===== config.mk =====
export PLATFORM = sky130hd
export DESIGN_NAME = cau_front
export DESIGN_NICKNAME = d
export VERILOG_FILES = /design/src/hdl/cau_pkg.sv /design/src/hdl/cau_front.sv
export SDC_FILE = /design/constraint.sdc
export NUM_CORES = 2
export LEC_CHECK = 0
export ABC_CLOCK_PERIOD_IN_PS = 14370
export BUFFER_PORTS_ARGS = -buffer_cell sky130_fd_sc_hd__buf_2
export CAP_MARGIN = 20
export CORE_MARGIN = 1.5
export CORE_UTILIZATION = 55
export DETAILED_ROUTE_END_ITERATION = 12
export HOLD_SLACK_MARGIN = 0.05
export PLACE_DENSITY_LB_ADDON = 0.1
export SLEW_MARGIN = 0
export SYNTH_ARGS = -nofsm -noshare
export SYNTH_HDL_FRONTEND = slang
export SYNTH_SLANG_ARGS = --single-unit

===== constraint.sdc =====
create_clock -name clk_i -period 14.37 [get_ports clk_i]
set_input_delay 1.437 -clock clk_i [delete_from_list [all_inputs] [get_ports clk_i]]
set_output_delay 1.437 -clock clk_i [all_outputs]
set_load 0.02 [all_outputs]

===== src/hdl/cau_pkg.sv =====
// Shared widths, operation codes and control struct of the complex ALU.
// No dependencies.
`timescale 1ns / 1ps
package cau_pkg;

  localparam int DATA_WIDTH = 16;
  localparam int FRAC_BITS  = 8;

  localparam int PW     = 2 * DATA_WIDTH;        // product width
  localparam int MAG_W  = PW;                    // magnitude of a product sum
  localparam int DEN_W  = PW;                    // squared magnitude of B
  localparam int QB     = DATA_WIDTH + 1;        // quotient bits kept
  localparam int REM_W  = MAG_W + QB + 2;        // remainder / shifted divisor
  localparam int NSTG   = QB + 1;                // divider stages (overflow step, then one bit each)

  typedef enum logic [1:0] {
    CMD_ADD = 2'd0,
    CMD_SUB = 2'd1,
    CMD_MUL = 2'd2,
    CMD_DIV = 2'd3
  } cau_cmd_e;

  typedef struct packed {
    cau_cmd_e cmd;
    logic     neg_r;
    logic     neg_i;
    logic     dz;
  } cau_ctl_t;

endpackage


===== src/hdl/cau_front.sv =====
// Front end: input register, product stage, and sum / sign-magnitude stage.
// Depends on cau_pkg.
`timescale 1ns / 1ps
module cau_front import cau_pkg::*; (
  input  logic                         clk_i,
  input  logic                         rst_ni,
  input  logic                         in_valid_i,
  output logic                         in_ready_o,
  input  logic [1:0]                   cmd_i,
  input  logic signed [DATA_WIDTH-1:0] a_real_i,
  input  logic signed [DATA_WIDTH-1:0] a_imag_i,
  input  logic signed [DATA_WIDTH-1:0] b_real_i,
  input  logic signed [DATA_WIDTH-1:0] b_imag_i,
  output logic                         out_valid_o,
  input  logic                         out_ready_i,
  output cau_ctl_t                     ctl_o,
  output logic [MAG_W-1:0]             mag_r_o,
  output logic [MAG_W-1:0]             mag_i_o,
  output logic [DEN_W-1:0]             den_o
);

  logic v1_q, v2_q, v3_q;
  logic en1, en2, en3;

  assign en3 = !v3_q || out_ready_i;
  assign en2 = !v2_q || en3;
  assign en1 = !v1_q || en2;
  assign in_ready_o = en1;

  always_ff @(posedge clk_i or negedge rst_ni) begin
    if (!rst_ni) begin
      v1_q <= 1'b0;
      v2_q <= 1'b0;
      v3_q <= 1'b0;
    end else begin
      if (en1) v1_q <= in_valid_i;
      if (en2) v2_q <= v1_q;
      if (en3) v3_q <= v2_q;
    end
  end

  // Stage 1: operand register
  cau_cmd_e                    s1_cmd_q;
  logic signed [DATA_WIDTH-1:0] s1_a_q, s1_b_q, s1_c_q, s1_d_q;

  always_ff @(posedge clk_i) begin
    if (en1 && in_valid_i) begin
      s1_cmd_q <= cau_cmd_e'(cmd_i);
      s1_a_q   <= a_real_i;
      s1_b_q   <= a_imag_i;
      s1_c_q   <= b_real_i;
      s1_d_q   <= b_imag_i;
    end
  end

  // Stage 2: products and plain sums
  cau_cmd_e              s2_cmd_q;
  logic                  s2_bz_q;
  logic signed [PW-1:0]  s2_ac_q, s2_bd_q, s2_ad_q, s2_bc_q, s2_cc_q, s2_dd_q;
  logic signed [DATA_WIDTH:0] s2_sr_q, s2_si_q;
  logic signed [DATA_WIDTH:0] sr_d, si_d;
  logic signed [DATA_WIDTH:0] ae, be, ce, de;

  always_comb begin
    ae = {s1_a_q[DATA_WIDTH-1], s1_a_q};
    be = {s1_b_q[DATA_WIDTH-1], s1_b_q};
    ce = {s1_c_q[DATA_WIDTH-1], s1_c_q};
    de = {s1_d_q[DATA_WIDTH-1], s1_d_q};
    if (s1_cmd_q == CMD_SUB) begin
      sr_d = ae - ce;
      si_d = be - de;
    end else begin
      sr_d = ae + ce;
      si_d = be + de;
    end
  end

  always_ff @(posedge clk_i) begin
    if (en2 && v1_q) begin
      s2_cmd_q <= s1_cmd_q;
      s2_bz_q  <= (s1_c_q == '0) && (s1_d_q == '0);
      s2_ac_q  <= s1_a_q * s1_c_q;
      s2_bd_q  <= s1_b_q * s1_d_q;
      s2_ad_q  <= s1_a_q * s1_d_q;
      s2_bc_q  <= s1_b_q * s1_c_q;
      s2_cc_q  <= s1_c_q * s1_c_q;
      s2_dd_q  <= s1_d_q * s1_d_q;
      s2_sr_q  <= sr_d;
      s2_si_q  <= si_d;
    end
  end

  // Stage 3: combine products, split into sign and magnitude
  logic signed [PW:0]  vr, vi, mr_full, mi_full;
  logic signed [PW:0]  ac, bd, ad, bc;
  cau_ctl_t            ctl_d;
  logic [MAG_W-1:0]    mr_d, mi_d;

  always_comb begin
    ac = {s2_ac_q[PW-1], s2_ac_q};
    bd = {s2_bd_q[PW-1], s2_bd_q};
    ad = {s2_ad_q[PW-1], s2_ad_q};
    bc = {s2_bc_q[PW-1], s2_bc_q};
    unique case (s2_cmd_q)
      CMD_MUL: begin
        vr = ac - bd;
        vi = ad + bc;
      end
      CMD_DIV: begin
        vr = ac + bd;
        vi = bc - ad;
      end
      default: begin
        vr = {{(PW-DATA_WIDTH){s2_sr_q[DATA_WIDTH]}}, s2_sr_q};
        vi = {{(PW-DATA_WIDTH){s2_si_q[DATA_WIDTH]}}, s2_si_q};
      end
    endcase
    mr_full   = vr[PW] ? -vr : vr;
    mi_full   = vi[PW] ? -vi : vi;
    mr_d      = mr_full[MAG_W-1:0];
    mi_d      = mi_full[MAG_W-1:0];
    // multiply product sums drop the fraction, truncating the magnitude
    if (s2_cmd_q == CMD_MUL) begin
      mr_d = mr_d >> FRAC_BITS;
      mi_d = mi_d >> FRAC_BITS;
    end
    ctl_d.cmd   = s2_cmd_q;
    ctl_d.neg_r = vr[PW];
    ctl_d.neg_i = vi[PW];
    ctl_d.dz    = (s2_cmd_q == CMD_DIV) && s2_bz_q;
  end

  always_ff @(posedge clk_i) begin
    if (en3 && v2_q) begin
      ctl_o   <= ctl_d;
      mag_r_o <= mr_d;
      mag_i_o <= mi_d;
      den_o   <= s2_cc_q[DEN_W-1:0] + s2_dd_q[DEN_W-1:0];
    end
  end

  assign out_valid_o = v3_q;

endmodule


---- Yosys cells after proc, flatten, opt, wreduce, memory -nomap -nowiden ----
Index checks and enable logic that the tools add are counted.
operators by class
  equal/unequal tests ..................... 3
  multiplexer cells ....................... 8
  reduce and logical (&&, ||, !) cells .... 13
  $mul .................................... 6
  add/subtract/negate cells ............... 11
operators by type and width
  operator                                        number
  multiplier 16 x 16 -> 32 bit                    6
  one-hot mux 33 bit (2 select lines)             2
  adder 32 x 32 -> 33 bit                         2
  subtractor 32 x 32 -> 33 bit                    2
  2-to-1 mux 32 bit                               2
  negator 32 bit                                  2
  2-to-1 mux 24 bit                               2
  adder 16 x 16 -> 17 bit                         2
  2-to-1 mux 17 bit                               2
  subtractor 16 x 16 -> 17 bit                    2
  adder 32 bit                                    1
  logical NOT 16 bit                              2
  logical AND 1 bit                               5
  == test 2 bit (second input constant)           2
  logical NOT 1 bit                               3
  logical OR 1 bit                                3
  == test 2 x 1 -> 1 bit (second input constant)  1
word-level totals
  word-level logic and storage cells ...... 68
  register bits ........................... 399

---- Logic depth before layout (Yosys ltp) ----
  word-level depth ........................ 5
  mapped depth ............................ 29
  mapped depth without buffers ............ 27

---- Least setup slack after synthesis ----
Ideal clock, no wire load.
  path type ............................... in2reg
  from .................................... input port out_ready_i
  to ...................................... register s2_ac_q[0] (enable)
  data arrival time ....................... 6.694 ns
  cell stages on the path ................. 3
  required time ........................... 13.755 ns
  path slack .............................. 7.061 ns
  setup time .............................. 0.615 ns
  path buffers ............................ 0
  cells stage by stage .................... nor2b_1 nand2_1 and2_1
between the ends
  word-level cells in the longest chain between the ends .. 3
RTL lines
  element               line             RTL
  start, declared       cau_front.sv:15  input logic out_ready_i,
  logical OR 1 bit      cau_front.sv:25  assign en3 = !v3_q || out_ready_i;
  logical OR 1 bit      cau_front.sv:26  assign en2 = !v2_q || en3;
  logical AND 1 bit     cau_front.sv:79  if (en2 && v1_q) begin
  end signal, assigned  cau_front.sv:82  s2_ac_q <= s1_a_q * s1_c_q;
  end, declared         cau_front.sv:59  logic signed [PW-1:0] s2_ac_q, s2_bd_q, s2_ad_q, s2_bc_q, s2_cc_q, s2_dd_q;
Every way passes these cells.
A chain may end at the register's enable or synchronous reset.

---- Final worst setup path ----
  from .................................... register s1_d_q[1]
  to ...................................... register s2_dd_q[30], data pin
between the ends
  word-level cells in the longest chain between the ends .. 1
RTL lines
  element                       line             RTL
  start, declared               cau_front.sv:44  logic signed [DATA_WIDTH-1:0] s1_a_q, s1_b_q, s1_c_q, s1_d_q;
  start signal, assigned        cau_front.sv:52  s1_d_q <= b_imag_i;
  multiplier 16 x 16 -> 32 bit  cau_front.sv:87  s2_dd_q <= s1_d_q * s1_d_q;
  end signal, assigned          cau_front.sv:87
  end, declared                 cau_front.sv:59
Every way passes these cells.

==> load_flow_metrics.sql <==
INSERT INTO impl_metrics (metric_group, metric, value, unit) VALUES
('run_status', 'status', 'finished clean', ''),
('floorplanning', 'floorplan.io_pins', '173', ''),
('grt', 'grt_first_pass_wirelength', '335', 'mm'),
('run', 'cap_violations', '0', ''),
('grt', 'global_route.overflow_total', '0', ''),
('drt', 'wire_per_inst', '20.4', 'microns'),
('cells_and_area', 'number_of_inserted_diodes', '0', ''),
('timing', 'grt_setup_unrepaired', 'false', ''),
('drt', 'drt_first_pass_iters', '8', ''),
('drt', 'drc_errors', '0', ''),
('timing', 'finalHoldWorstSlack', '0.496', 'ns'),
('floorplanning', 'die_width', '383', 'microns'),
('setup_path', 'critPathArrivalTime', '8.39', 'ns'),
('yosys', 'synth_area', '79300', 'sq um'),
('clock_tree', 'cts_made_buffers', '54', ''),
('drt', 'post_detailed_route_count_of_antenna_violating_nets', '0', ''),
('grt', 'first_global_vias', '59100', ''),
('yosys', 'syn_nets', '10500', ''),
('timing', 'timing.final.setup_violations', '0', ''),
('drt', 'vias_per_cell', '5.44', ''),
('clock_tree', 'cts_hold_buffers', '0', ''),
('cells_and_area', 'drive_above_1_share', '0.0513', ''),
('yosys', 'syn_inst', '8271', ''),
('grt', 'antenna_violations_before_repair', '10', ''),
('clock_tree', 'cts.clk_slew.worst_paths', '0.06', 'ns'),
('drt', 'initialDrtViolationCount', '3595', ''),
('setup_path', 'cp_data_required_time', '14.79', 'ns'),
('yosys', 'synthMostInstantiatedCell', 'sky130_fd_sc_hd__inv_1', ''),
('cells_and_area', 'fin_nets', '10500', ''),
('floorplanning', 'floorplan.initialDensity', '0.553', ''),
('timing', 'max_freq', '0.125', 'GHz'),
('setup_path', 'cpMaxStageDelayCell', 'sky130_fd_sc_hd__clkinv_1', ''),
('clock_tree', 'clock-root-buffer', 'sky130_fd_sc_hd__clkbuf_16', ''),
('yosys', 'synth_common_cells', '1837 x sky130_fd_sc_hd__inv_1, 1517 x sky130_fd_sc_hd__fa_1, 801 x sky130_fd_sc_hd__nand2_1, 648 x sky130_fd_sc_hd__ha_1, 552 x sky130_fd_sc_hd__and2_1', ''),
('drt', 'vias', '55400', ''),
('floorplanning', 'die_area', '146000', 'sq um'),
('setup_path', 'worst-path-stages', '23', ''),
('grt', 'grt_use_met3', '0.0478', ''),
('yosys', 'synth_async_sr_flop_share', '0.00756', ''),
('placement', 'gp_congestion', '0.937', ''),
('clock_tree', 'htreeDepth', '2', ''),
('placement', 'hpwlAfterDp', '163', 'mm'),
('timing', 'final.setup_skew', '0.0479', 'ns'),
('grt', 'global_route.usage.met2', '0.490', ''),
('setup_path', 'timing.critical_path.cells', 'buf_4 -> clkinv_1 -> nor2_1 -> fa_1 -> inv_1 -> fa_1 -> fa_1 -> fa_1 -> inv_1 -> fa_1 -> fa_1 -> ha_1 -> a21o_1 -> a41oi_1 -> nor2_1 -> a211oi_1 -> o31ai_1 -> a21oi_1 -> a21o_1 -> o21bai_1 -> a21oi_1 -> o21ai_0 -> xor2_1', ''),
('floorplanning', 'placeableCoreArea', '143000', 'sq um'),
('timing', 'finalHoldViolations', '0', ''),
('timing', 'final-max-slew-violation-count', '0', ''),
('clock_tree', 'post_cts.resized_instances', '0', ''),
('yosys', 'synth_ff_type', 'sky130_fd_sc_hd__edfxtp_1', ''),
('cells_and_area', 'area_overhead_of_the_layout_relative_to_synthesis', '5.56', '%'),
('hold_path', 'worst_min_path_class', 'flop to flop', ''),
('yosys', 'ys_ff_latch', '397', ''),
('setup_path', 'critical-path-max-stage-delay', '0.69', 'ns'),
('timing', 'final_period_minus_worst_setup_slack', '7.97', 'ns'),
('yosys', 'number_of_synthesized_flops_with_an_enable_pin', '394', ''),
('yosys', 'synth.top_cells.by_area', 'sky130_fd_sc_hd__fa_1 38%, sky130_fd_sc_hd__edfxtp_1 15%, sky130_fd_sc_hd__ha_1 10%', ''),
('setup_path', 'endpoint_kind', 'flop', ''),
('clock_tree', 'cts_buffer_depth', '3', ''),
('cells_and_area', 'utilization', '0.584', ''),
('timing', 'fin_crit_sh', '0.555', ''),
('placement', 'io_buffer_count', '172', ''),
('setup_path', 'cp_top_family', 'adder cells', ''),
('setup_path', 'cp_common_cell', 'sky130_fd_sc_hd__fa_1', ''),
('yosys', 'synthDominantCellAreaShare', '0.383', ''),
('timing', 'setup_total_negative_slack', '0', 'ns'),
('timing', 'slew-limit-headroom', '0.209', ''),
('timing', 'timing_worst_slew_pin_value', '1.19', 'ns'),
('setup_path', 'timing.critical_path.buf_inv', '4', ''),
('grt', 'grt-busiest-layer', 'met2', ''),
('setup_path', 'critical_path.max_fanout', '50', '');
==> sequential cells by signal, indices dropped and copies added, names as in the netlist, 17 cells and up <==
signal   count
s2_bc_q     32
den_o       32
s2_bd_q     32
mag_r_o     32
s2_ad_q     32
mag_i_o     32
s2_sr_q     17
s2_si_q     17
s2_ac_q     32
s2_dd_q     31
s2_cc_q     31
==> cell families (layout without fill, tap and decap cells) <==
logic type,Yosys count,after routing,synth area share
flops,397,397,0.150
buf+inv,2186,2204,0.104
compound gates,878,878,0.0718
simple gates,2123,2123,0.130
fa+ha+maj,2165,2165,0.485
mux,43,43,0.00555
xor+xnor,479,479,0.0531
==> metrics by stage <==
stage | instance area (sq um) | instances | worst slack [ns]
after floorplan | 79300 | 8271 | 7.06
after global placement | 81900 | 10100 | 6.69
after detailed placement | 81900 | 10100 | 6.51
after CTS | 83700 | 10200 | 6.48
after global routing | 83700 | 10200 | 5.99
final | 83700 | 10200 | 6.40
==> metal layers <==
layer	vias up	share of wire
met5	-	0.00038
met4	12	0.041
met2	1546	0.47
li1	25400	-
met1	28200	0.42
met3	308	0.065
==> final cells by class <==
type,count,area [sq um]
flip-flops and latches,397,11900
well taps,1903,2380
multi-input cells,5688,59200
clock buffers,62,1380
fillers,12700,59600
clock inverters,38,423
repair buffers,255,1480
inverters,1849,6940
==> cells in the final DEF, fill, tap and decap left out, types with 16 or more instances in the layout <==
cell                        instances
sky130_fd_sc_hd__o31ai_1           28
sky130_fd_sc_hd__nand2b_1          63
sky130_fd_sc_hd__nor3_1            70
sky130_fd_sc_hd__fa_1            1517
sky130_fd_sc_hd__edfxtp_1         394
sky130_fd_sc_hd__o21bai_1          39
sky130_fd_sc_hd__ha_1             648
sky130_fd_sc_hd__nor2_1           379
sky130_fd_sc_hd__o21ai_0          135
sky130_fd_sc_hd__a31oi_1           27
sky130_fd_sc_hd__xor2_1           153
sky130_fd_sc_hd__nand4_1           25
sky130_fd_sc_hd__nor2b_1           42
sky130_fd_sc_hd__nand3_1           63
sky130_fd_sc_hd__nand2_1          801
sky130_fd_sc_hd__buf_2            172
sky130_fd_sc_hd__or3_1             16
sky130_fd_sc_hd__clkbuf_16         54
sky130_fd_sc_hd__xnor2_1          325
sky130_fd_sc_hd__and3_1            26
sky130_fd_sc_hd__a211oi_1          26
sky130_fd_sc_hd__buf_4             83
sky130_fd_sc_hd__a21oi_1          283
sky130_fd_sc_hd__and2_1           549
sky130_fd_sc_hd__a21o_1           115
sky130_fd_sc_hd__o21ai_1           17
sky130_fd_sc_hd__a31o_2            19
sky130_fd_sc_hd__o21a_1            51
sky130_fd_sc_hd__mux2i_1           35
sky130_fd_sc_hd__inv_1           1836
==> final timing paths <==
path,slack (ns),to,startpoint
min in group asynchronous,0.53,out_valid_o,rst_ni
max,6.40,s2_dd_q[30],s1_d_q[1]
max in group asynchronous,13.74,v1_q,rst_ni
max reg2reg,6.40,s2_dd_q[30],s1_d_q[1]
min reg2reg,0.50,v2_q,v1_q
min,0.50,v2_q,v1_q
Power is not shown: default switching activity piles up to over one toggle a cycle in this logic, so the estimate is an artifact.
