[src/hdl/cau_pkg.sv]
// Shared widths, operation codes and control struct of the complex ALU.
// No dependencies.
`timescale 1ns / 1ps
package cau_pkg;

  localparam int DATA_WIDTH = 16;
  localparam int FRAC_BITS  = 8;

  localparam int PW     = 2 * DATA_WIDTH;        // product width
  localparam int MAG_W  = PW;                    // magnitude of a product sum
  localparam int DEN_W  = PW;                    // squared magnitude of B
  localparam int QB     = DATA_WIDTH + 1;        // quotient bits kept
  localparam int REM_W  = MAG_W + QB + 2;        // remainder / shifted divisor
  localparam int NSTG   = QB + 1;                // divider stages (overflow step, then one bit each)

  typedef enum logic [1:0] {
    CMD_ADD = 2'd0,
    CMD_SUB = 2'd1,
    CMD_MUL = 2'd2,
    CMD_DIV = 2'd3
  } cau_cmd_e;

  typedef struct packed {
    cau_cmd_e cmd;
    logic     neg_r;
    logic     neg_i;
    logic     dz;
  } cau_ctl_t;

endpackage

[src/hdl/cau_back.sv]
// Output stage: saturate sign-magnitude results, raise flags, hold the beat.
// Depends on cau_pkg.
`timescale 1ns / 1ps
module cau_back import cau_pkg::*; (
  input  logic                          clk_i,
  input  logic                          rst_ni,
  input  logic                          in_valid_i,
  output logic                          in_ready_o,
  input  cau_ctl_t                      ctl_i,
  input  logic [MAG_W-1:0]              mag_r_i,
  input  logic [MAG_W-1:0]              mag_i_i,
  output logic                          out_valid_o,
  input  logic                          out_ready_i,
  output logic signed [DATA_WIDTH-1:0]  res_real_o,
  output logic signed [DATA_WIDTH-1:0]  res_imag_o,
  output logic                          div_zero_o,
  output logic                          saturated_o
);

  localparam logic [MAG_W-1:0] NEG_LIM = MAG_W'(1) << (DATA_WIDTH - 1);

  logic                   vq;
  logic                   en;
  logic [DATA_WIDTH-1:0]  rr, ri;
  logic                   sr, si;

  function automatic logic [DATA_WIDTH:0] clip(input logic neg, input logic [MAG_W-1:0] mag);
    logic [DATA_WIDTH-1:0] lo;
    logic                  s;
    lo = mag[DATA_WIDTH-1:0];
    s  = 1'b0;
    if (neg) begin
      if (mag > NEG_LIM) begin
        s  = 1'b1;
        lo = NEG_LIM[DATA_WIDTH-1:0];
      end else begin
        lo = -lo;
      end
    end else if (mag > NEG_LIM - MAG_W'(1)) begin
      s  = 1'b1;
      lo = NEG_LIM[DATA_WIDTH-1:0] - DATA_WIDTH'(1);
    end
    return {s, lo};
  endfunction

  assign en         = !vq || out_ready_i;
  assign in_ready_o = en;

  always_comb begin
    {sr, rr} = clip(ctl_i.neg_r, mag_r_i);
    {si, ri} = clip(ctl_i.neg_i, mag_i_i);
    // divide by zero: force zero, no saturation
    if (ctl_i.dz) begin
      rr = '0;
      ri = '0;
      sr = 1'b0;
      si = 1'b0;
    end
  end

  always_ff @(posedge clk_i or negedge rst_ni) begin
    if (!rst_ni) begin
      vq <= 1'b0;
    end else if (en) begin
      vq <= in_valid_i;
    end
  end

  always_ff @(posedge clk_i) begin
    if (en && in_valid_i) begin
      res_real_o  <= rr;
      res_imag_o  <= ri;
      div_zero_o  <= ctl_i.dz;
      saturated_o <= sr || si;
    end
  end

  assign out_valid_o = vq;

endmodule

[config.mk]
export PLATFORM = sky130hd
export DESIGN_NAME = cau_back
export DESIGN_NICKNAME = d
export VERILOG_FILES = /design/src/hdl/cau_pkg.sv /design/src/hdl/cau_back.sv
export SDC_FILE = /design/constraint.sdc
export NUM_CORES = 1
export LEC_CHECK = 0
export ABC_AREA = 1
export BUFFER_PORTS_ARGS = -buffer_cell sky130_fd_sc_hd__buf_4
export CAP_MARGIN = 0
export CELL_PAD_IN_SITES_DETAIL_PLACEMENT = 0
export CELL_PAD_IN_SITES_GLOBAL_PLACEMENT = 1
export CORE_MARGIN = 3
export CORE_UTILIZATION = 36
export DETAILED_ROUTE_END_ITERATION = 8
export PLACE_DENSITY_LB_ADDON = 0.1
export SLEW_MARGIN = 20
export SYNTH_ARGS = -nofsm -noshare
export SYNTH_HDL_FRONTEND = slang
export SYNTH_SLANG_ARGS = --single-unit
[constraint.sdc]
create_clock -name clk_i -period 7.86 [get_ports clk_i]
set_clock_uncertainty 0.1 [all_clocks]
set_input_delay 0.393 -clock clk_i [delete_from_list [all_inputs] [get_ports clk_i]]
set_output_delay 0.393 -clock clk_i [all_outputs]
set_load 0.02 [all_outputs]
Word level (Yosys, flattened, before mapping)
Index checks and enable logic that the tools add are counted.
{ "op_classes": {"n_addsub": 2, "n_lt_le_gt_ge": 4, "mux": 14, "reduce_logical": 4} }
{ "op_table": {"columns": ["operator", "count"], "rows": [
  ["$mux W16", 6],
  ["$gt A32 B15 Y1 const B", 2],
  ["$gt A32 B16 Y1 const B", 2],
  ["$neg A16 Y16", 2],
  ["$mux W1", 8],
  ["$logic_or A1 B1 Y1", 2],
  ["$logic_and A1 B1 Y1", 1],
  ["$logic_not A1 Y1", 1]
]} }
{ "word_totals": {"input_bits": 73, "reg_bits": 35, "output_inout_bits": 36, "wordCells": 29} }

Longest topological paths before layout
Gate-level depths: netlist of the first run.
{ "logic_depth": {"depth_word": 5, "depth_mapped": 10, "ltp_nobuf": 10} }

Worst setup path before layout of the first run
OpenSTA, ideal clock, no wires.
{ "synth_path": {"kind": "reg-to-reg", "start": "reg vq (netlist: out_valid_o)", "end": "reg div_zero_o, enable pin", "path_stages_with_launch": 2, "synth_period_minus_slack_ns": 2.727, "path_buffers": 0, "arrival_time_ns": 2.191, "setup_time_ns": 0.437, "required_time_ns": 7.323, "slack_ns": 5.133, "cell_sequence": "dfrtp_1 -> a21oi_1"} }
{ "synth_via": {"elab_chain_len": 3} }
{ "synth_lines": {"columns": ["item", "line_no", "rtl"], "rows": [
  ["from (decl)", "cau_back.sv:22", "logic vq;"],
  ["from (signal assigned)", "cau_back.sv:65", "vq <= in_valid_i;"],
  ["$logic_not A1 Y1", "cau_back.sv:46", "assign en = !vq || out_ready_i;"],
  ["$logic_or A1 B1 Y1", "cau_back.sv:46", null],
  ["$logic_and A1 B1 Y1", "cau_back.sv:70", "if (en && in_valid_i) begin"],
  ["to (signal assigned)", "cau_back.sv:73", "div_zero_o <= ctl_i.dz;"],
  ["to (decl)", "cau_back.sv:16", "output logic div_zero_o,"]
]} }
Every way passes these cells.
A chain may end at the register's enable or synchronous reset.

Worst setup path after layout of the first run
{ "layout_path": {"start": "in mag_r_i[1]", "end": "reg res_real_o[12] (data pin)"} }
{ "layout_via": {"elab_chain_len": 3, "elab_cells_between_ends": 6, "classes_between": "add/sub: 1; order compare: 2; mux: 3"} }
{ "layout_lines": {"columns": ["item", "line_no", "rtl"], "rows": [
  ["from (decl)", "cau_back.sv:10", "input logic [MAG_W-1:0] mag_r_i,"],
  ["$gt A32 B15 Y1, or another cell as far along", "cau_back.sv:39", "end else if (mag > NEG_LIM - MAG_W'(1)) begin"],
  ["$mux W16, on equally long branches", "cau_back.sv:39, cau_back.sv:33", null],
  ["$mux W16 (*)", "cau_back.sv:32", "if (neg) begin"],
  ["to (signal assigned)", "cau_back.sv:71", "res_real_o <= rr;"],
  ["to (decl)", "cau_back.sv:14", "output logic signed [DATA_WIDTH-1:0] res_real_o,"]
]} }
Every way passes the cells marked *; elsewhere a longest branch is shown, timed or not.

==> impl_results.html, run 1 <==
<table>
<tr><th>Metric</th><th>Value</th></tr>
<tr><th colspan="2">Run</th></tr>
<tr><td>Count of maximum capacitance violations</td><td>0</td></tr>
<tr><th colspan="2">STA</th></tr>
<tr><td>Transition time at the pin with the least slew margin</td><td>642 ps</td></tr>
<tr><td>Fin. max-slew vios</td><td>0</td></tr>
<tr><td>Sum of negative setup slack</td><td>0 ps</td></tr>
<tr><td>Worst hold-check slack</td><td>223 ps</td></tr>
<tr><td>Final critical path time including I/O delays and setup</td><td>1990 ps</td></tr>
<tr><td>Final setup violation count</td><td>0</td></tr>
<tr><td>Achievable clock frequency</td><td>503 MHz</td></tr>
<tr><td>Portion of the clock cycle consumed by the worst path in the final layout</td><td>25.3%</td></tr>
<tr><td>RSZ-0062 raised after global routing</td><td>no</td></tr>
<tr><td>Hold Vio Cnt, Final</td><td>0</td></tr>
<tr><td>Slew margin rel.</td><td>56.9%</td></tr>
<tr><th colspan="2">Outcome</th></tr>
<tr><td>Status</td><td>completed</td></tr>
<tr><th colspan="2">Pwr</th></tr>
<tr><td>Fraction of power consumed by combinational cells</td><td>24.9%</td></tr>
<tr><td>Maximum vdd ir drop</td><td>59.0 µV</td></tr>
<tr><td>Total power divided by cell area</td><td>129 mW/mm²</td></tr>
<tr><td>Leakage power summed over all cells</td><td>1.59 nW</td></tr>
<tr><td>Proportion of power drawn by flip-flops and latches</td><td>46.8%</td></tr>
<tr><td>Net load switching power</td><td>0.140 mW</td></tr>
<tr><td>Switching part of the total power</td><td>29.7%</td></tr>
<tr><td>Portion of total power attributed to the clock network</td><td>28.3%</td></tr>
<tr><td>Internal Power</td><td>0.332 mW</td></tr>
<tr><th colspan="2">CTS</th></tr>
<tr><td>Clock Tree Buf Depth</td><td>2</td></tr>
<tr><td>CTS H-tree depth</td><td>2</td></tr>
<tr><td>Clock sink total</td><td>35</td></tr>
<tr><td>CTS root buf</td><td>sky130_fd_sc_hd__clkbuf_8</td></tr>
<tr><td>CTS tree</td><td>built</td></tr>
<tr><td>Clock transition at the register clock pins on the worst setup and hold paths after CTS</td><td>90 ps</td></tr>
<tr><td>Post-CTS repair timing setup buffer count</td><td>0</td></tr>
<tr><td>Worst-Skew Late Latency</td><td>290 ps</td></tr>
<tr><td>Cts bufs inserted</td><td>5</td></tr>
<tr><th colspan="2">Global routing</th></tr>
<tr><td>Number of antenna violations at the first check in global routing</td><td>0</td></tr>
<tr><td>Aggregate global-route resource usage</td><td>18.0%</td></tr>
<tr><td>Pin count of the biggest net entering global routing</td><td>35</td></tr>
<tr><td>Global-route wire length before repair</td><td>12400 µm</td></tr>
<tr><td>Number of global-route vias before repair</td><td>2576</td></tr>
<tr><td>Global route overflow</td><td>0</td></tr>
<tr><th colspan="2">Cells and area</th></tr>
<tr><td>Area growth syn-to-layout</td><td>36.7%</td></tr>
<tr><td>Final net count</td><td>553</td></tr>
<tr><td>Share of the core filled with cells</td><td>52.4%</td></tr>
<tr><td>Antenna Diode Count</td><td>0</td></tr>
<tr><td>Layout cells sized above 1</td><td>28.0%</td></tr>
<tr><th colspan="2">Yosys</th></tr>
<tr><td>Synth Area in Simple Gates</td><td>33.8%</td></tr>
<tr><td>Post-synthesis cell count</td><td>376</td></tr>
<tr><td>Fraction of post-synthesis cell area in the top cell type by area</td><td>38.2%</td></tr>
<tr><td>Count of flip-flops with a built-in enable after synthesis</td><td>34</td></tr>
<tr><td>Total of flip-flops plus latches after synthesis</td><td>35</td></tr>
<tr><td>Cell types occupying the most area after synthesis</td><td>sky130_fd_sc_hd__edfxtp_1, sky130_fd_sc_hd__nand2_1, sky130_fd_sc_hd__nand3_1</td></tr>
<tr><td>Async SR Flop Fraction</td><td>2.86%</td></tr>
<tr><td>Synth Warn #</td><td>0</td></tr>
<tr><td>Post-synthesis share of cell area spent on full adders, half adders and majority gates</td><td>0.936%</td></tr>
<tr><td>Per-instance average area after synthesis</td><td>7.11 µm²</td></tr>
<tr><td>Dominant combinational cell family by area after synthesis</td><td>simple AND/OR/NAND/NOR gates</td></tr>
<tr><td>Number of distinct standard cells referenced by the synthesized netlist</td><td>24</td></tr>
<tr><td>Sequential cell area fraction in the yosys report</td><td>39.1%</td></tr>
<tr><td>Leading cell types by count after synthesis</td><td>sky130_fd_sc_hd__nand2_1, sky130_fd_sc_hd__nor2_1, sky130_fd_sc_hd__nand3_1, sky130_fd_sc_hd__inv_1, sky130_fd_sc_hd__edfxtp_1</td></tr>
<tr><td>Compound-gate portion of the synthesized area</td><td>12.9%</td></tr>
<tr><td>Primary FF master, synth</td><td>sky130_fd_sc_hd__edfxtp_1</td></tr>
<tr><td>Synth area leader</td><td>sky130_fd_sc_hd__edfxtp_1</td></tr>
<tr><td>Synth Net Count</td><td>451</td></tr>
<tr><td>Most common cell in the synthesized netlist</td><td>sky130_fd_sc_hd__nand2_1</td></tr>
<tr><td>Post-synthesis cell area</td><td>0.00267 mm²</td></tr>
<tr><td>Proportion of synthesized area in mux cells</td><td>0%</td></tr>
<tr><td>Parity-gate share of the synthesized area counting xor and xnor cells</td><td>4.26%</td></tr>
<tr><th colspan="2">Drt</th></tr>
<tr><td>Wire length per cell</td><td>13.3 µm</td></tr>
<tr><td>Wirelength, routed</td><td>7660 µm</td></tr>
<tr><td>Number of routed nets with antenna violations</td><td>0</td></tr>
<tr><td>DR iter-0 viols</td><td>134</td></tr>
<tr><td>Met3 Wirelength</td><td>551 µm</td></tr>
<tr><td>Total via count after detailed routing</td><td>2802</td></tr>
<tr><td>Routed length on met2</td><td>3350 µm</td></tr>
<tr><td>Top layer used by detailed routing</td><td>met4</td></tr>
<tr><td>Remaining routing DRC violations</td><td>0</td></tr>
<tr><td>Detailed-route wire length on metal 1</td><td>3720 µm</td></tr>
<tr><td>Pre-antenna DRT Iters</td><td>5</td></tr>
<tr><td>Via density</td><td>4.87</td></tr>
<tr><th colspan="2">Die</th></tr>
<tr><td>Rows</td><td>30</td></tr>
<tr><td>Height of the die</td><td>92.2 µm</td></tr>
<tr><td>Die Wd</td><td>92.2 µm</td></tr>
<tr><td>Core Area</td><td>0.00698 mm²</td></tr>
<tr><td>Starting density of the core</td><td>38.3%</td></tr>
<tr><td>Area enclosed by the die boundary</td><td>0.00850 mm²</td></tr>
<tr><td># IOs</td><td>109</td></tr>
<tr><th colspan="2">Worst hold path</th></tr>
<tr><td>Worst min-delay path category</td><td>input port to register</td></tr>
<tr><th colspan="2">Critical path</th></tr>
<tr><td>Critical path capture point type</td><td>register</td></tr>
<tr><td>Cell breakdown of the critical path</td><td>buf_4 -&gt; inv_1 -&gt; ha_1 -&gt; nand3_2 -&gt; nor2_2 -&gt; nand2_1 -&gt; a21oi_4 -&gt; nand3_1 -&gt; a21oi_1</td></tr>
<tr><td>Worst endpoint data arrival time</td><td>2010 ps</td></tr>
<tr><td>Highest-delay cell along the critical path</td><td>sky130_fd_sc_hd__a21oi_4</td></tr>
<tr><td>Startpoint Class</td><td>input port</td></tr>
<tr><td>Critical path class</td><td>input port to register</td></tr>
<tr><td>Count of buffer and inverter cells on the critical path</td><td>2</td></tr>
<tr><td>Worst-path fanout max</td><td>17</td></tr>
<tr><td>Crit-path leading delay family</td><td>compound AO/OA/AOI/OAI gates</td></tr>
<tr><td>Largest stage delay, worst path</td><td>410 ps</td></tr>
<tr><td>Data required, critical path</td><td>7880 ps</td></tr>
<tr><th colspan="2">Place</th></tr>
<tr><td>GP Congestion</td><td>0.828</td></tr>
<tr><td>Dpl hpwl</td><td>5660 µm</td></tr>
<tr><td>Input/output buffers</td><td>106</td></tr>
</table>
-- layer usage --
layer	track usage (%)	vias up
met5	0	-
met4	3.59	0
met3	4.18	4
met2	27.2	106
met1	26.2	1242
li1	-	1450
-- worst reg2reg max path, cell delays in order, from the launching register on --
cell,delay [ps]
sky130_fd_sc_hd__dfrtp_1,430
sky130_fd_sc_hd__a21oi_4,440
sky130_fd_sc_hd__buf_16,240
-- worst paths after layout --
kind	from	endpoint	slack, ps	depth (start not counted)
setup / recovery	mag_r_i[1]	res_real_o[12]	5870	9
hold / removal	in_valid_i	out_valid_o	220	3
setup reg to reg	out_valid_o	res_imag_o[7]	6350	2
hold reg to reg	out_valid_o	out_valid_o	500	2
max in group asynchronous	rst_ni	out_valid_o	7280	2
min in group asynchronous	rst_ni	out_valid_o	300	2
-- logic make-up after synthesis --
| family | count (synthesis) |
|---|---|
| AND/OR/NAND/NOR | 203 |
| XOR/XNOR | 13 |
| buffers and inverters | 59 |
| flip-flops | 35 |
| AO/OA/AOI/OAI | 64 |
| adder cells (fa/ha/maj) | 2 |
-- repair_timing --
action	4_1_cts	5_1_grt
resized for setup	0	0
hold buffers	1	0
hold endpoints to repair	1	0
-- sequential cells by signal, summed over array words and instances, names as in the netlist --
signal and cells:
div_zero_o 1, saturated_o 1, res_imag_o 16, res_real_o 16, out_valid_o 1
-- cells in the final DEF, fill, tap and decap left out, types with 6 or more instances in the layout --
cell	netlist	final
sky130_fd_sc_hd__o21ai_0	28	28
sky130_fd_sc_hd__nor2_2	6	6
sky130_fd_sc_hd__nand3_1	46	46
sky130_fd_sc_hd__edfxtp_1	34	34
sky130_fd_sc_hd__a21oi_1	32	31
sky130_fd_sc_hd__inv_1	45	45
sky130_fd_sc_hd__nor2_1	54	54
sky130_fd_sc_hd__nand2_1	80	80
sky130_fd_sc_hd__xnor2_1	8	8
sky130_fd_sc_hd__buf_4	0	106
-- final cells by class --
class / instances / area, µm²
clock buffer: 6 / 72.6
clock inverter: 2 / 12.5
fill: 701 / 3330
inverter: 46 / 173
multi-input combinational: 282 / 1400
sequential: 35 / 1050
tap: 96 / 120
timing repair buffer: 108 / 833
-- metrics by stage --
stage | setup WS [ps] | instances | instance area (µm²) | total power [mW]
2_1_floorplan | 5130 | 376 | 2670 | 0.280
3_3_place_gp | 5590 | 565 | 3530 | 0.340
3_5_place_dp | 5580 | 565 | 3530 | 0.341
4_1_cts | 5880 | 574 | 3630 | 0.475
5_1_grt | 5730 | 575 | 3660 | 0.494
6_report | 5870 | 575 | 3660 | 0.472
-- power by group through the flow --
stage / combinational [mW] / clock, mW / sequential, mW
after CTS: 0.116 / 0.137 / 0.221
after global placement: 0.115 / 0 / 0.225
after floorplan: 0.0416 / 0 / 0.239
final: 0.118 / 0.134 / 0.221
after detailed placement: 0.115 / 0 / 0.226
after global routing: 0.130 / 0.142 / 0.222
(Power assumes the default switching activity.)
==> inputs of run 2 (changes only) <==
- CORE_UTILIZATION: 36 -> 30
- clock period: 7.86 -> 1.7 ns (I/O delays scaled with it)
==> run 2 against run 1 <==
  * Via count increased by 3.0%
  * Cell count increased by 5.0%
  * Count of clock-buffer cells in the layout is the same
  * Critical path depth increased by 2
  * First-iteration DRC count down 36%
  * Worst setup slack lost 5600 ps
  * Critical endpoint is now saturated_o
  * Largest cell class unchanged
==> impl_results.html, run 2 (synthesis gave the netlist of run 1 again) <==
<table>
<tr><th>Metric</th><th>Value</th></tr>
<tr><th colspan="2">Global routing</th></tr>
<tr><td>Global-route wire length before repair</td><td>12900 µm</td></tr>
<tr><td>Number of global-route vias before repair</td><td>2660</td></tr>
<tr><td>Aggregate global-route resource usage</td><td>15.9%</td></tr>
<tr><td>Pin count of the biggest net entering global routing</td><td>35</td></tr>
<tr><td>Global route overflow</td><td>0</td></tr>
<tr><td>Number of antenna violations at the first check in global routing</td><td>0</td></tr>
<tr><th colspan="2">CTS</th></tr>
<tr><td>Clock Tree Buf Depth</td><td>2</td></tr>
<tr><td>CTS tree</td><td>built</td></tr>
<tr><td>Cts bufs inserted</td><td>5</td></tr>
<tr><td>Clock transition at the register clock pins on the worst setup and hold paths after CTS</td><td>70 ps</td></tr>
<tr><td>Post-CTS repair timing setup buffer count</td><td>0</td></tr>
<tr><td>Clock sink total</td><td>35</td></tr>
<tr><td>Worst-Skew Late Latency</td><td>280 ps</td></tr>
<tr><td>CTS H-tree depth</td><td>2</td></tr>
<tr><td>CTS root buf</td><td>sky130_fd_sc_hd__clkbuf_8</td></tr>
<tr><th colspan="2">Critical path</th></tr>
<tr><td>Worst reg-to-reg setup slack</td><td>350 ps</td></tr>
<tr><td>Worst endpoint data arrival time</td><td>1380 ps</td></tr>
<tr><td>Start point of the critical path</td><td>mag_r_i[0]</td></tr>
<tr><td>Data required, critical path</td><td>1640 ps</td></tr>
<tr><td>Count of buffer and inverter cells on the critical path</td><td>3</td></tr>
<tr><td>Capture point of the worst path</td><td>saturated_o</td></tr>
<tr><td>Worst-case reg-to-reg path depth</td><td>3</td></tr>
<tr><td>Worst-path fanout max</td><td>17</td></tr>
<tr><td>Largest stage delay, worst path</td><td>210 ps</td></tr>
<tr><td>Launching point of the worst reg2reg path</td><td>out_valid_o</td></tr>
<tr><td>Startpoint Class</td><td>input port</td></tr>
<tr><td>Capturing point of the worst reg2reg path</td><td>out_valid_o</td></tr>
<tr><td>Cell with the most instances on the worst path</td><td>sky130_fd_sc_hd__nand2_1</td></tr>
<tr><td>Crit-path leading delay family</td><td>simple AND/OR/NAND/NOR gates</td></tr>
<tr><td>Critical path capture point type</td><td>register</td></tr>
<tr><td>Cell breakdown of the critical path</td><td>buf_4 -&gt; inv_1 -&gt; ha_1 -&gt; nand3_2 -&gt; nor2_2 -&gt; nand2_1 -&gt; a21oi_4 -&gt; buf_12 -&gt; nand2_1 -&gt; nand3_1 -&gt; nand2_1</td></tr>
<tr><td>Critical path class</td><td>input port to register</td></tr>
<tr><td>Highest-delay cell along the critical path</td><td>sky130_fd_sc_hd__ha_1</td></tr>
<tr><td>Critical path depth in cells</td><td>11</td></tr>
<tr><th colspan="2">STA</th></tr>
<tr><td>Sum of negative setup slack</td><td>0 ps</td></tr>
<tr><td>Final critical path time including I/O delays and setup</td><td>1430 ps</td></tr>
<tr><td>Final setup violation count</td><td>0</td></tr>
<tr><td>Portion of the clock cycle consumed by the worst path in the final layout</td><td>84.4%</td></tr>
<tr><td>Fin. max-slew vios</td><td>0</td></tr>
<tr><td>Worst hold-check slack</td><td>12.2 ps</td></tr>
<tr><td>Transition time at the pin with the least slew margin</td><td>466 ps</td></tr>
<tr><td>Achievable clock frequency</td><td>697 MHz</td></tr>
<tr><td>Hold Vio Cnt, Final</td><td>0</td></tr>
<tr><td>Slew margin rel.</td><td>68.9%</td></tr>
<tr><td>RSZ-0062 raised after global routing</td><td>no</td></tr>
<tr><th colspan="2">Worst hold path</th></tr>
<tr><td>Worst min-delay path category</td><td>input port to asynchronous set/reset pin</td></tr>
<tr><th colspan="2">Pwr</th></tr>
<tr><td>Total power draw</td><td>2.18 mW</td></tr>
<tr><td>Leakage power summed over all cells</td><td>1.69 nW</td></tr>
<tr><td>Total power divided by cell area</td><td>568 mW/mm²</td></tr>
<tr><td>Maximum vdd ir drop</td><td>379 µV</td></tr>
<tr><th colspan="2">Die</th></tr>
<tr><td>Die Wd</td><td>100 µm</td></tr>
<tr><td>Starting density of the core</td><td>31.7%</td></tr>
<tr><td>Area enclosed by the die boundary</td><td>0.0101 mm²</td></tr>
<tr><td># IOs</td><td>109</td></tr>
<tr><td>Height of the die</td><td>100 µm</td></tr>
<tr><td>Rows</td><td>33</td></tr>
<tr><td>Core Area</td><td>0.00842 mm²</td></tr>
<tr><th colspan="2">Outcome</th></tr>
<tr><td>Status</td><td>completed</td></tr>
<tr><th colspan="2">Cells and area</th></tr>
<tr><td>Area growth syn-to-layout</td><td>43.6%</td></tr>
<tr><td>Most common library cell in the layout ignoring fill and taps</td><td>sky130_fd_sc_hd__buf_4</td></tr>
<tr><td>Highest-count cells in the layout ignoring fill and taps</td><td>sky130_fd_sc_hd__buf_4, sky130_fd_sc_hd__nand2_1, sky130_fd_sc_hd__nor2_1, sky130_fd_sc_hd__nand3_1, sky130_fd_sc_hd__inv_1</td></tr>
<tr><td>Final net count</td><td>573</td></tr>
<tr><td>Antenna Diode Count</td><td>0</td></tr>
<tr><td>Layout cells sized above 1</td><td>30.5%</td></tr>
<tr><td>Post-route cell area</td><td>0.00384 mm²</td></tr>
<tr><td>Fillcell total</td><td>881</td></tr>
<tr><td>Largest registers</td><td>res_imag_o x16, res_real_o x16</td></tr>
<tr><td>Storage element area</td><td>0.00105 mm²</td></tr>
<tr><td>Multi-input gate area in the final layout</td><td>0.00140 mm²</td></tr>
<tr><th colspan="2">Place</th></tr>
<tr><td>Input/output buffers</td><td>106</td></tr>
<tr><td>Total placed instance area</td><td>0.00372 mm²</td></tr>
<tr><td>GP Congestion</td><td>0.822</td></tr>
<tr><td>Dpl hpwl</td><td>6070 µm</td></tr>
<tr><th colspan="2">Drt</th></tr>
<tr><td>DR iter-0 viols</td><td>86</td></tr>
<tr><td>Via density</td><td>4.78</td></tr>
<tr><td>Wire length per cell</td><td>13.3 µm</td></tr>
<tr><td>Pre-antenna DRT Iters</td><td>4</td></tr>
<tr><td>Remaining routing DRC violations</td><td>0</td></tr>
<tr><td>Number of routed nets with antenna violations</td><td>0</td></tr>
<tr><td>Wirelength, routed</td><td>8050 µm</td></tr>
<tr><td>Total via count after detailed routing</td><td>2885</td></tr>
<tr><th colspan="2">Run</th></tr>
<tr><td>Count of maximum capacitance violations</td><td>0</td></tr>
</table>
run 2: changes by cell type in the layout (fill, tap and decap cells not counted):
cell / before / now
sky130_fd_sc_hd__buf_4: 106 / 122
sky130_fd_sc_hd__dlygate4sd3_1: 1 / 3
sky130_fd_sc_hd__buf_12: 0 / 3
sky130_fd_sc_hd__buf_16: 1 / 0
run 2: metrics by stage:
stage               instances  setup WS (ps)  utilization [%]
floorplan                 376           68.4                -
finish                    604            265             45.6
detailed placement        593          -29.4             44.2
CTS                       604            274             45.6
global route              604            128             45.6
global placement          593           11.1             44.2
run 2: worst min path at each step:
stage	depth (start not counted)	endpoint	from	slack, ps
finish	2	out_valid_o	rst_ni	10
global placement	1	out_valid_o	rst_ni	-240
CTS	2	out_valid_o	rst_ni	6
global route	2	out_valid_o	rst_ni	9
floorplan	0	out_valid_o	rst_ni	-310
detailed placement	1	out_valid_o	rst_ni	-240
run 2: repair_timing:
item | in CTS | in global routing
gates resized for setup | 0 | 0
hold buffers | 3 | 0
hold endpoints to repair | 2 | 0
run 2: cell type report:
cell class | count | area share, %
Clock buffer | 6 | 1.89
Tap cell | 105 | 3.42
Timing Repair Buffer | 128 | 26.2
Sequential cell | 35 | 27.2
Multi-Input combinational cell | 282 | 36.4
Clock inverter | 2 | 0.326
Inverter | 46 | 4.50
run 2: report_power, final:
part           internal [mW]  total [mW]  leakage (nW)  switching, mW
combinational          0.257       0.564          1.30          0.307
sequential              1.01        1.02         0.343         0.0173
clock                  0.286       0.592        0.0412          0.306
run 2: per-layer routing:
metal | vias to the layer above | global-route usage, % | wire length [µm]
li1 | 1484 | - | -
met1 | 1296 | 23.2 | 3850
met2 | 100 | 24.3 | 3490
met3 | 5 | 3.82 | 671
met4 | 0 | 2.80 | 42
met5 | - | 0 | 0
